`src/rtl/core/linear_adsr_envelope_level_core_macros.svh`:
```
// Assertion macros shared by the envelope core modules.
// Each macro expects clk and rst_n in scope.
`ifndef LINEAR_ADSR_ENVELOPE_LEVEL_CORE_MACROS_SVH
`define LINEAR_ADSR_ENVELOPE_LEVEL_CORE_MACROS_SVH

`define LAE_ASSERT_ALWAYS(lbl, cond, msg) \
  lbl: assert property (@(posedge clk) disable iff (!rst_n) (cond)) else $error(msg);

`define LAE_ASSERT_IMPLIES(lbl, ante, cons, msg) \
  lbl: assert property (@(posedge clk) disable iff (!rst_n) (ante) |-> (cons)) \
    else $error(msg);

`define LAE_ASSERT_NEXT(lbl, ante, cons, msg) \
  lbl: assert property (@(posedge clk) disable iff (!rst_n) (ante) |=> (cons)) \
    else $error(msg);

`endif

```
`src/rtl/core/laenv_pkg.sv`:
```
package laenv_pkg;

  localparam int FRAC_BITS = 16;
  localparam int REG_W     = 17;
  localparam int TIME_W    = 19;
  localparam int PROD_W    = 2 * REG_W;
  localparam int ADDR_W    = 3;

  localparam logic [REG_W-1:0] ONE = REG_W'(1) << FRAC_BITS;

  localparam logic [ADDR_W-1:0] REG_ATTACK  = 3'd0;
  localparam logic [ADDR_W-1:0] REG_DECAY   = 3'd1;
  localparam logic [ADDR_W-1:0] REG_SUSTAIN = 3'd2;
  localparam logic [ADDR_W-1:0] REG_HOLD    = 3'd3;
  localparam logic [ADDR_W-1:0] REG_RELEASE = 3'd4;

  localparam logic [2:0] SEG_ATTACK  = 3'd0;
  localparam logic [2:0] SEG_DECAY   = 3'd1;
  localparam logic [2:0] SEG_HOLD    = 3'd2;
  localparam logic [2:0] SEG_RELEASE = 3'd3;
  localparam logic [2:0] SEG_DONE    = 3'd4;

  typedef struct packed {
    logic [REG_W-1:0] atk;
    logic [REG_W-1:0] dec;
    logic [REG_W-1:0] sus;
    logic [REG_W-1:0] hld;
    logic [REG_W-1:0] rls;
  } cfg_regs_t;

  typedef struct packed {
    logic [2:0]           seg;
    logic [REG_W-1:0]     rem;
    logic [REG_W-1:0]     len;
    logic [FRAC_BITS-1:0] q;
  } div_word_t;

endpackage

```
`src/rtl/core/laenv_front.sv`:
```
module laenv_front (
  input  logic                        clk,
  input  logic                        rst_n,
  input  laenv_pkg::cfg_regs_t        cfg,
  input  logic                        up_valid,
  output logic                        up_ready,
  input  logic [laenv_pkg::TIME_W-1:0] up_time,
  output logic                        dn_valid,
  input  logic                        dn_ready,
  output laenv_pkg::div_word_t        dn_word
);

  logic [laenv_pkg::TIME_W-1:0] b1, b2, b3, b4, diff;
  laenv_pkg::div_word_t         word_nxt, word_r;
  logic                         valid_r, valid_nxt;

  always_comb begin
    b1 = {{(laenv_pkg::TIME_W - laenv_pkg::REG_W){1'b0}}, cfg.atk};
    b2 = b1 + laenv_pkg::TIME_W'(cfg.dec);
    b3 = b2 + laenv_pkg::TIME_W'(cfg.hld);
    b4 = b3 + laenv_pkg::TIME_W'(cfg.rls);
    diff = '0;
    word_nxt.q = '0;
    if (up_time < b1) begin
      word_nxt.seg = laenv_pkg::SEG_ATTACK;
      word_nxt.rem = up_time[laenv_pkg::REG_W-1:0];
      word_nxt.len = cfg.atk;
    end else if (up_time < b2) begin
      diff = up_time - b1;
      word_nxt.seg = laenv_pkg::SEG_DECAY;
      word_nxt.rem = diff[laenv_pkg::REG_W-1:0];
      word_nxt.len = cfg.dec;
    end else if (up_time < b3) begin
      word_nxt.seg = laenv_pkg::SEG_HOLD;
      word_nxt.rem = '0;
      word_nxt.len = laenv_pkg::ONE;
    end else if (up_time < b4) begin
      diff = up_time - b3;
      word_nxt.seg = laenv_pkg::SEG_RELEASE;
      word_nxt.rem = diff[laenv_pkg::REG_W-1:0];
      word_nxt.len = cfg.rls;
    end else begin
      word_nxt.seg = laenv_pkg::SEG_DONE;
      word_nxt.rem = '0;
      word_nxt.len = laenv_pkg::ONE;
    end
  end

  assign up_ready  = !valid_r || dn_ready;
  assign valid_nxt = up_ready ? up_valid : valid_r;

  always_ff @(posedge clk) begin
    if (!rst_n) begin
      valid_r <= 1'b0;
    end else begin
      valid_r <= valid_nxt;
    end
  end

  always_ff @(posedge clk) begin
    if (up_valid && up_ready) begin
      word_r <= word_nxt;
    end
  end

  assign dn_valid = valid_r;
  assign dn_word  = word_r;

endmodule

```
`src/rtl/core/laenv_cell.sv`:
```
`include "linear_adsr_envelope_level_core_macros.svh"

module laenv_cell (
  input  logic                 clk,
  input  logic                 rst_n,
  input  logic                 up_valid,
  output logic                 up_ready,
  input  laenv_pkg::div_word_t up_word,
  output logic                 dn_valid,
  input  logic                 dn_ready,
  output laenv_pkg::div_word_t dn_word
);

  logic [laenv_pkg::REG_W:0] dbl, trial;
  logic                      ge;
  laenv_pkg::div_word_t      word_nxt, word_r;
  logic                      valid_r, valid_nxt;

  // One restoring division step: one quotient bit per cell.
  always_comb begin
    dbl      = {up_word.rem, 1'b0};
    trial    = dbl - {1'b0, up_word.len};
    ge       = dbl >= {1'b0, up_word.len};
    word_nxt = up_word;
    word_nxt.rem = ge ? trial[laenv_pkg::REG_W-1:0] : dbl[laenv_pkg::REG_W-1:0];
    word_nxt.q   = {up_word.q[laenv_pkg::FRAC_BITS-2:0], ge};
  end

  assign up_ready  = !valid_r || dn_ready;
  assign valid_nxt = up_ready ? up_valid : valid_r;

  always_ff @(posedge clk) begin
    if (!rst_n) begin
      valid_r <= 1'b0;
    end else begin
      valid_r <= valid_nxt;
    end
  end

  always_ff @(posedge clk) begin
    if (up_valid && up_ready) begin
      word_r <= word_nxt;
    end
  end

  assign dn_valid = valid_r;
  assign dn_word  = word_r;

  `LAE_ASSERT_IMPLIES(a_rem_below_len, valid_r, word_r.rem < word_r.len, "remainder reached divisor")
  `LAE_ASSERT_NEXT(a_stall_holds, valid_r && !dn_ready, valid_r && word_r == $past(word_r), "stalled item changed")

endmodule

```
`src/rtl/core/laenv_back.sv`:
```
module laenv_back (
  input  logic                        clk,
  input  logic                        rst_n,
  input  logic [laenv_pkg::REG_W-1:0] sus,
  input  logic                        up_valid,
  output logic                        up_ready,
  input  laenv_pkg::div_word_t        up_word,
  output logic                        dn_valid,
  input  logic                        dn_ready,
  output logic [laenv_pkg::REG_W-1:0] dn_level
);

  logic [laenv_pkg::REG_W-1:0]     op_a, op_b, q_ext, scaled;
  logic [laenv_pkg::PROD_W-1:0]    prod_r;
  logic [2:0]                      seg_r;
  logic [laenv_pkg::FRAC_BITS-1:0] q_r;
  logic                            vm_r, vm_nxt, m_ready;
  logic [laenv_pkg::REG_W-1:0]     level_nxt, level_r;
  logic                            vo_r, vo_nxt, o_ready;

  assign q_ext = {{(laenv_pkg::REG_W - laenv_pkg::FRAC_BITS){1'b0}}, up_word.q};

  always_comb begin
    case (up_word.seg)
      laenv_pkg::SEG_DECAY: begin
        op_a = laenv_pkg::ONE - sus;
        op_b = q_ext;
      end
      laenv_pkg::SEG_RELEASE: begin
        op_a = sus;
        op_b = laenv_pkg::ONE - q_ext;
      end
      default: begin
        op_a = '0;
        op_b = '0;
      end
    endcase
  end

  assign o_ready = !vo_r || dn_ready;
  assign m_ready = !vm_r || o_ready;
  assign up_ready = m_ready;
  assign vm_nxt  = m_ready ? up_valid : vm_r;
  assign vo_nxt  = o_ready ? vm_r : vo_r;

  assign scaled = prod_r[laenv_pkg::FRAC_BITS +: laenv_pkg::REG_W];

  always_comb begin
    case (seg_r)
      laenv_pkg::SEG_ATTACK:  level_nxt = {{(laenv_pkg::REG_W - laenv_pkg::FRAC_BITS){1'b0}}, q_r};
      laenv_pkg::SEG_DECAY:   level_nxt = laenv_pkg::ONE - scaled;
      laenv_pkg::SEG_HOLD:    level_nxt = sus;
      laenv_pkg::SEG_RELEASE: level_nxt = scaled;
      default:                level_nxt = '0;
    endcase
  end

  always_ff @(posedge clk) begin
    if (!rst_n) begin
      vm_r <= 1'b0;
      vo_r <= 1'b0;
    end else begin
      vm_r <= vm_nxt;
      vo_r <= vo_nxt;
    end
  end

  always_ff @(posedge clk) begin
    if (up_valid && m_ready) begin
      prod_r <= op_a * op_b;
      seg_r  <= up_word.seg;
      q_r    <= up_word.q;
    end
    if (vm_r && o_ready) begin
      level_r <= level_nxt;
    end
  end

  assign dn_valid = vo_r;
  assign dn_level = level_r;

endmodule

```
`src/rtl/core/linear_adsr_envelope_level_core.sv`:
```
// Evaluates a linear attack/decay/hold/release envelope at one elapsed time
// per item, with 16 fraction bits (65536 is 1.0); the core keeps no state
// between items. Register values above 1.0 are clamped to 1.0 when written,
// and a segment of zero length is skipped. A new item can enter every clock
// cycle while the output is not stalled; each item passes the segment selection
// register, a row of 16 divider cells that produce one quotient bit each, the
// scaling multiply register and the output register. Every stage holds its
// item under backpressure and the input keeps accepting while bubbles remain.
// The user must write registers only while no item is in flight; the core
// itself does not enforce this.
`include "linear_adsr_envelope_level_core_macros.svh"

module linear_adsr_envelope_level_core (
  input  logic        clk,
  input  logic        rst_n,
  input  logic        cfg_we,
  input  logic [2:0]  cfg_addr,
  input  logic [16:0] cfg_data,
  input  logic        in_tvalid,
  output logic        in_tready,
  input  logic [23:0] in_tdata,   // [18:0] elapsed_time
  output logic        out_tvalid,
  input  logic        out_tready,
  output logic [23:0] out_tdata   // [16:0] envelope_level
);

  localparam int NC = laenv_pkg::FRAC_BITS;

  laenv_pkg::cfg_regs_t        cfg_r;
  logic [laenv_pkg::REG_W-1:0] wr_val;

  laenv_pkg::div_word_t        word [0:NC];
  logic                        valid [0:NC];
  logic                        ready [0:NC];
  logic [laenv_pkg::REG_W-1:0] level;

  assign wr_val = (cfg_data > laenv_pkg::ONE) ? laenv_pkg::ONE : cfg_data;

  always_ff @(posedge clk) begin
    if (!rst_n) begin
      cfg_r.atk <= '0;
      cfg_r.dec <= '0;
      cfg_r.sus <= laenv_pkg::ONE;
      cfg_r.hld <= '0;
      cfg_r.rls <= '0;
    end else if (cfg_we) begin
      case (cfg_addr)
        laenv_pkg::REG_ATTACK:  cfg_r.atk <= wr_val;
        laenv_pkg::REG_DECAY:   cfg_r.dec <= wr_val;
        laenv_pkg::REG_SUSTAIN: cfg_r.sus <= wr_val;
        laenv_pkg::REG_HOLD:    cfg_r.hld <= wr_val;
        laenv_pkg::REG_RELEASE: cfg_r.rls <= wr_val;
        default: ;
      endcase
    end
  end

  laenv_front u_front (
    .clk      (clk),
    .rst_n    (rst_n),
    .cfg      (cfg_r),
    .up_valid (in_tvalid),
    .up_ready (in_tready),
    .up_time  (in_tdata[laenv_pkg::TIME_W-1:0]),
    .dn_valid (valid[0]),
    .dn_ready (ready[0]),
    .dn_word  (word[0])
  );

  for (genvar i = 0; i < NC; i++) begin : g_cell
    laenv_cell u_cell (
      .clk      (clk),
      .rst_n    (rst_n),
      .up_valid (valid[i]),
      .up_ready (ready[i]),
      .up_word  (word[i]),
      .dn_valid (valid[i+1]),
      .dn_ready (ready[i+1]),
      .dn_word  (word[i+1])
    );
  end

  laenv_back u_back (
    .clk      (clk),
    .rst_n    (rst_n),
    .sus      (cfg_r.sus),
    .up_valid (valid[NC]),
    .up_ready (ready[NC]),
    .up_word  (word[NC]),
    .dn_valid (out_tvalid),
    .dn_ready (out_tready),
    .dn_level (level)
  );

  assign out_tdata = {{(24 - laenv_pkg::REG_W){1'b0}}, level};

  `LAE_ASSERT_IMPLIES(a_level_in_range, out_tvalid, level <= laenv_pkg::ONE, "level above full scale")
  `LAE_ASSERT_IMPLIES(a_empty_out_takes, !out_tvalid, in_tready, "input blocked with empty output")

endmodule
```
`config.mk`:
```
export PLATFORM = sky130hd
export DESIGN_NAME = linear_adsr_envelope_level_core
export DESIGN_NICKNAME = d
export VERILOG_FILES = /design/src/rtl/core/laenv_pkg.sv /design/src/rtl/core/laenv_front.sv /design/src/rtl/core/laenv_cell.sv /design/src/rtl/core/laenv_back.sv /design/src/rtl/core/linear_adsr_envelope_level_core.sv
export VERILOG_INCLUDE_DIRS = /design/src /design/src/rtl/core
export SDC_FILE = /design/constraint.sdc
export NUM_CORES = 2
export LEC_CHECK = 0
export BUFFER_PORTS_ARGS = -buffer_cell sky130_fd_sc_hd__buf_2
export CAP_MARGIN = 30
export CORE_ASPECT_RATIO = 0.9
export CORE_UTILIZATION = 39
export DETAILED_ROUTE_END_ITERATION = 10
export REMOVE_ABC_BUFFERS = 1
export SLEW_MARGIN = 20
export SYNTH_ARGS = -nofsm -noshare
export SYNTH_HDL_FRONTEND = slang
export SYNTH_HIERARCHICAL = 1
export SYNTH_SLANG_ARGS = --single-unit
```
`constraint.sdc`:
```
create_clock -name clk -period 13.8 [get_ports clk]
set_input_delay 1.38 -clock clk [delete_from_list [all_inputs] [get_ports clk]]
set_output_delay 1.38 -clock clk [all_outputs]
set_load 0.02 [all_outputs]
```
==> flow_results.org <==
** Outcome
- The run finished with clean final reports.

** Clocking
- In this run the post-CTS setup repair buffer count came out at 0.
- Counting along the longest clock path gives a buffer depth of 3.
- TritonCTS built the clock tree.
- Clock latency on the worst-skew pair, taken at its later pin, is 700 ps.
- The cell sitting at the root of the clock tree is a clkbuf_16.
- The H-tree was split into 3 levels.
- Total clock sinks :: 888
- Clock-pin slew of the registers on the worst-case setup and hold paths :: 60 ps
- Cts bufs inserted :: 94
- In this run, post-CTS hold repair placed 0 buffers.
- The number of gates resized after CTS was 0.

** Global routing
- Global routing used 18.2% of the available tracks across all layers.
- Entering global routing, the biggest net connects 64 pins.
- Vias in the first global route :: roughly 39000
- Global-route wire length before repair :: 226000 um
- Initial antenna violation count :: 2
- The total overflow left after global routing is 0.

** Floorplan
- Die W :: about 420 um
- Total core area :: 0.155 mm2
- Once the floorplan was initialized, standard cells occupied between 30% and 40% of the core.
- In this run the vertical extent of the chip is approximately 380 um.
- The initialized floorplan defines approximately 140 standard-cell rows.
- 75 I/O pins were placed.
- Die ar. :: about 0.16 mm2

** Synthesis
- Count of mapped cells out of synthesis :: 5463
- For this run, the number of Yosys warnings is 6.
- Average instance area after synthesis :: 11.1 um2
- Cell area after synthesis :: 0.0608 mm2

** Flow run
- Max_cap viols :: 0

** Critical path
- In this design, the stage delay of the slowest critical-path cell is 930 ps.
- Crit end category :: flop
- At the worst endpoint, the arrival time is 9580 ps.
- Critical path cell sequence :: clkinv_1 -> o31a_1 -> xor2_1 -> nand2_1 -> nor2_1 -> fa_1 -> fa_1 -> fa_1 -> fa_1 -> fa_1 -> inv_1 -> fa_1 -> inv_1 -> ha_1 -> nand4_1 -> or2_2 -> nor4_2 -> o2111ai_2 -> nand3b_1 -> a21oi_1 -> xnor2_1
- Largest driver fanout on the critical path :: 25
- Combined buffer and inverter count along the critical path :: 3
- In this design, the critical path's most frequently occurring cell is fa_1.
- For this design, the slowest cell found on the critical path is edfxtp_1.
- Required time reported for the critical path endpoint :: 14230 ps
- Broken down by cell family, the worst path's largest delay share belongs to adder cells.
- The worst setup path is of the reg -> reg kind.
- The worst setup path is launched from a flop.

** Pwr
- Of the total power, combinational logic draws 7.8%.
- The internal power of the cells totals roughly 4.7 mW.
- P_sw :: 1.40 mW
- For this design the static power due to leakage is 28.2 nW.
- The clock network burns 43.9% of the power.
- Relative contribution of sequential cells to total power :: 48.3%
- Switch share :: between 20% and 30%
- IR analysis of the VDD net gives a maximum drop of 0.0980 mV.
- Pwr dens :: 91.7 mW/mm2

** Timing
- Final Hold Vio Count :: 0
- Final cycle utilization of the critical path :: 66.3%
- Slew @ Worst Pin :: 1010 ps
- Pins Over Slew Limit :: 0
- Clock skew on the completed layout was measured at roughly 60 ps.
- Setup repair after global routing missed its margin :: false
- The worst pin sits at a relative slew slack of 32.4%.
- After layout, the minimum clock period comes to 9150 ps.
- On the final layout, the worst hold slack is slightly below 400 ps.
- Achievable frequency :: 0.109 GHz
- Setup violations remaining at the end of the flow were counted as 0.
- Total negative setup slack :: 0 ps

** Layout
- For this run, the post-layout net count is 6362.
- Cells fill 43.3% of the core in the end.
- Area overhead of the layout relative to synthesis :: 10.2%
- Once layout is complete, the cells apart from fillers number 7734.
- The top cell types in the final layout, fill and taps aside, are edfxtp_1 (784), inv_1 (716), nand2_1 (506).
- The filler cells instantiated in the layout total around 15000.
- Fraction of layout instances using a drive strength above 1 :: around 11%
- Most frequent standard cell in the layout excluding fill and tap cells :: edfxtp_1

** Placed design
- Number of placed instances with taps included :: 7551
- Routability congestion estimate :: between 0.9 and 1
- Total of buffers placed on input and output ports :: 62
- The HPWL after detailed placement is 113000 um.

** Drt
- In the routed layout, each cell is associated on average with a via count of 5.17.
- DRC violations left :: 0
- Routed vias :: 40000
- Count of TritonRoute iterations in the first routing pass :: 5
- Final WL :: 144000 um
- Detail Route Antenna Nets :: 0
- The first routing iteration left roughly 2700 violations.
- Dividing the detail-routed wire length by the instance count gives 18.7 um.

** Worst hold path
- Min-delay worst type :: reg -> reg
## final cells by class
cell class	count	area (um2)	share of cell area (%)
clock buffers	114	2500	3.73
well taps	2085	2610	3.89
inverters	717	2690	4.02
repair buffers	105	759	1.13
flip-flops and latches	888	25600	38.2
multi-input cells	3763	32000	47.7
clock inverters	61	836	1.25
diodes	1	2.50	0.00373
## registers in the layout, indices dropped and copies added, names as in the netlist
name	flops
u_back/dn_level	17
g_cell.u_cell/dn_valid	16
u_back/dn_valid	1
cfg_r	85
g_cell.u_cell/dn_word	694
u_front/dn_word	37
u_back/seg_r	3
u_back/prod_r	17
u_front/dn_valid	1
u_back/vm_r	1
u_back/q_r	16
## power groups by stage
stage / registers, mW / logic (mW) / clock network, mW
6_report: 2.97 / 0.482 / 2.70
2_1_floorplan: 3.01 / 0.356 / 0
3_5_place_dp: 3.02 / 0.475 / 0
3_3_place_gp: 3.02 / 0.469 / 0
4_1_cts: 2.97 / 0.480 / 2.77
5_1_grt: 2.97 / 0.534 / 2.87
## routing by layer
| metal | share of wire (%) | routed length (um) | global-route usage (%) |
|---|---|---|---|
| met1 | 47 | 67700 | 25.1 |
| met2 | 47 | 67800 | 30.4 |
| met3 | 3.9 | 5680 | 2.30 |
| met4 | 2.2 | 3110 | 4.28 |
| met5 | 0.0062 | 9 | 0 |
## path summary, 6_finish.rpt
check	slack (ps)	startpoint	endpoint	cells past startpoint
worst max-delay path	4650	g_cell[15].u_cell/dn_word[51]$_DFFE_PP_	u_back/prod_r[29]$_DFFE_PP_	21
worst min-delay path	390	g_cell[14].u_cell/dn_word[5]$_DFFE_PP_	g_cell[15].u_cell/dn_word[6]$_DFFE_PP_	0
worst max register to register	4650	g_cell[15].u_cell/dn_word[51]$_DFFE_PP_	u_back/prod_r[29]$_DFFE_PP_	21
worst min register to register	390	g_cell[14].u_cell/dn_word[5]$_DFFE_PP_	g_cell[15].u_cell/dn_word[6]$_DFFE_PP_	0
## metrics by stage
stage | cell area (um2) | worst slack [ps] | power (mW)
2_1_floorplan | 60300 | 6160 | 3.36
3_3_place_gp | 63500 | 4860 | 3.49
3_5_place_dp | 63500 | 4810 | 3.50
4_1_cts | 66900 | 4780 | 6.22
5_1_grt | 67000 | 4310 | 6.37
6_report | 67000 | 4650 | 6.14
Note: power is estimated with default switching activity, not from simulation.
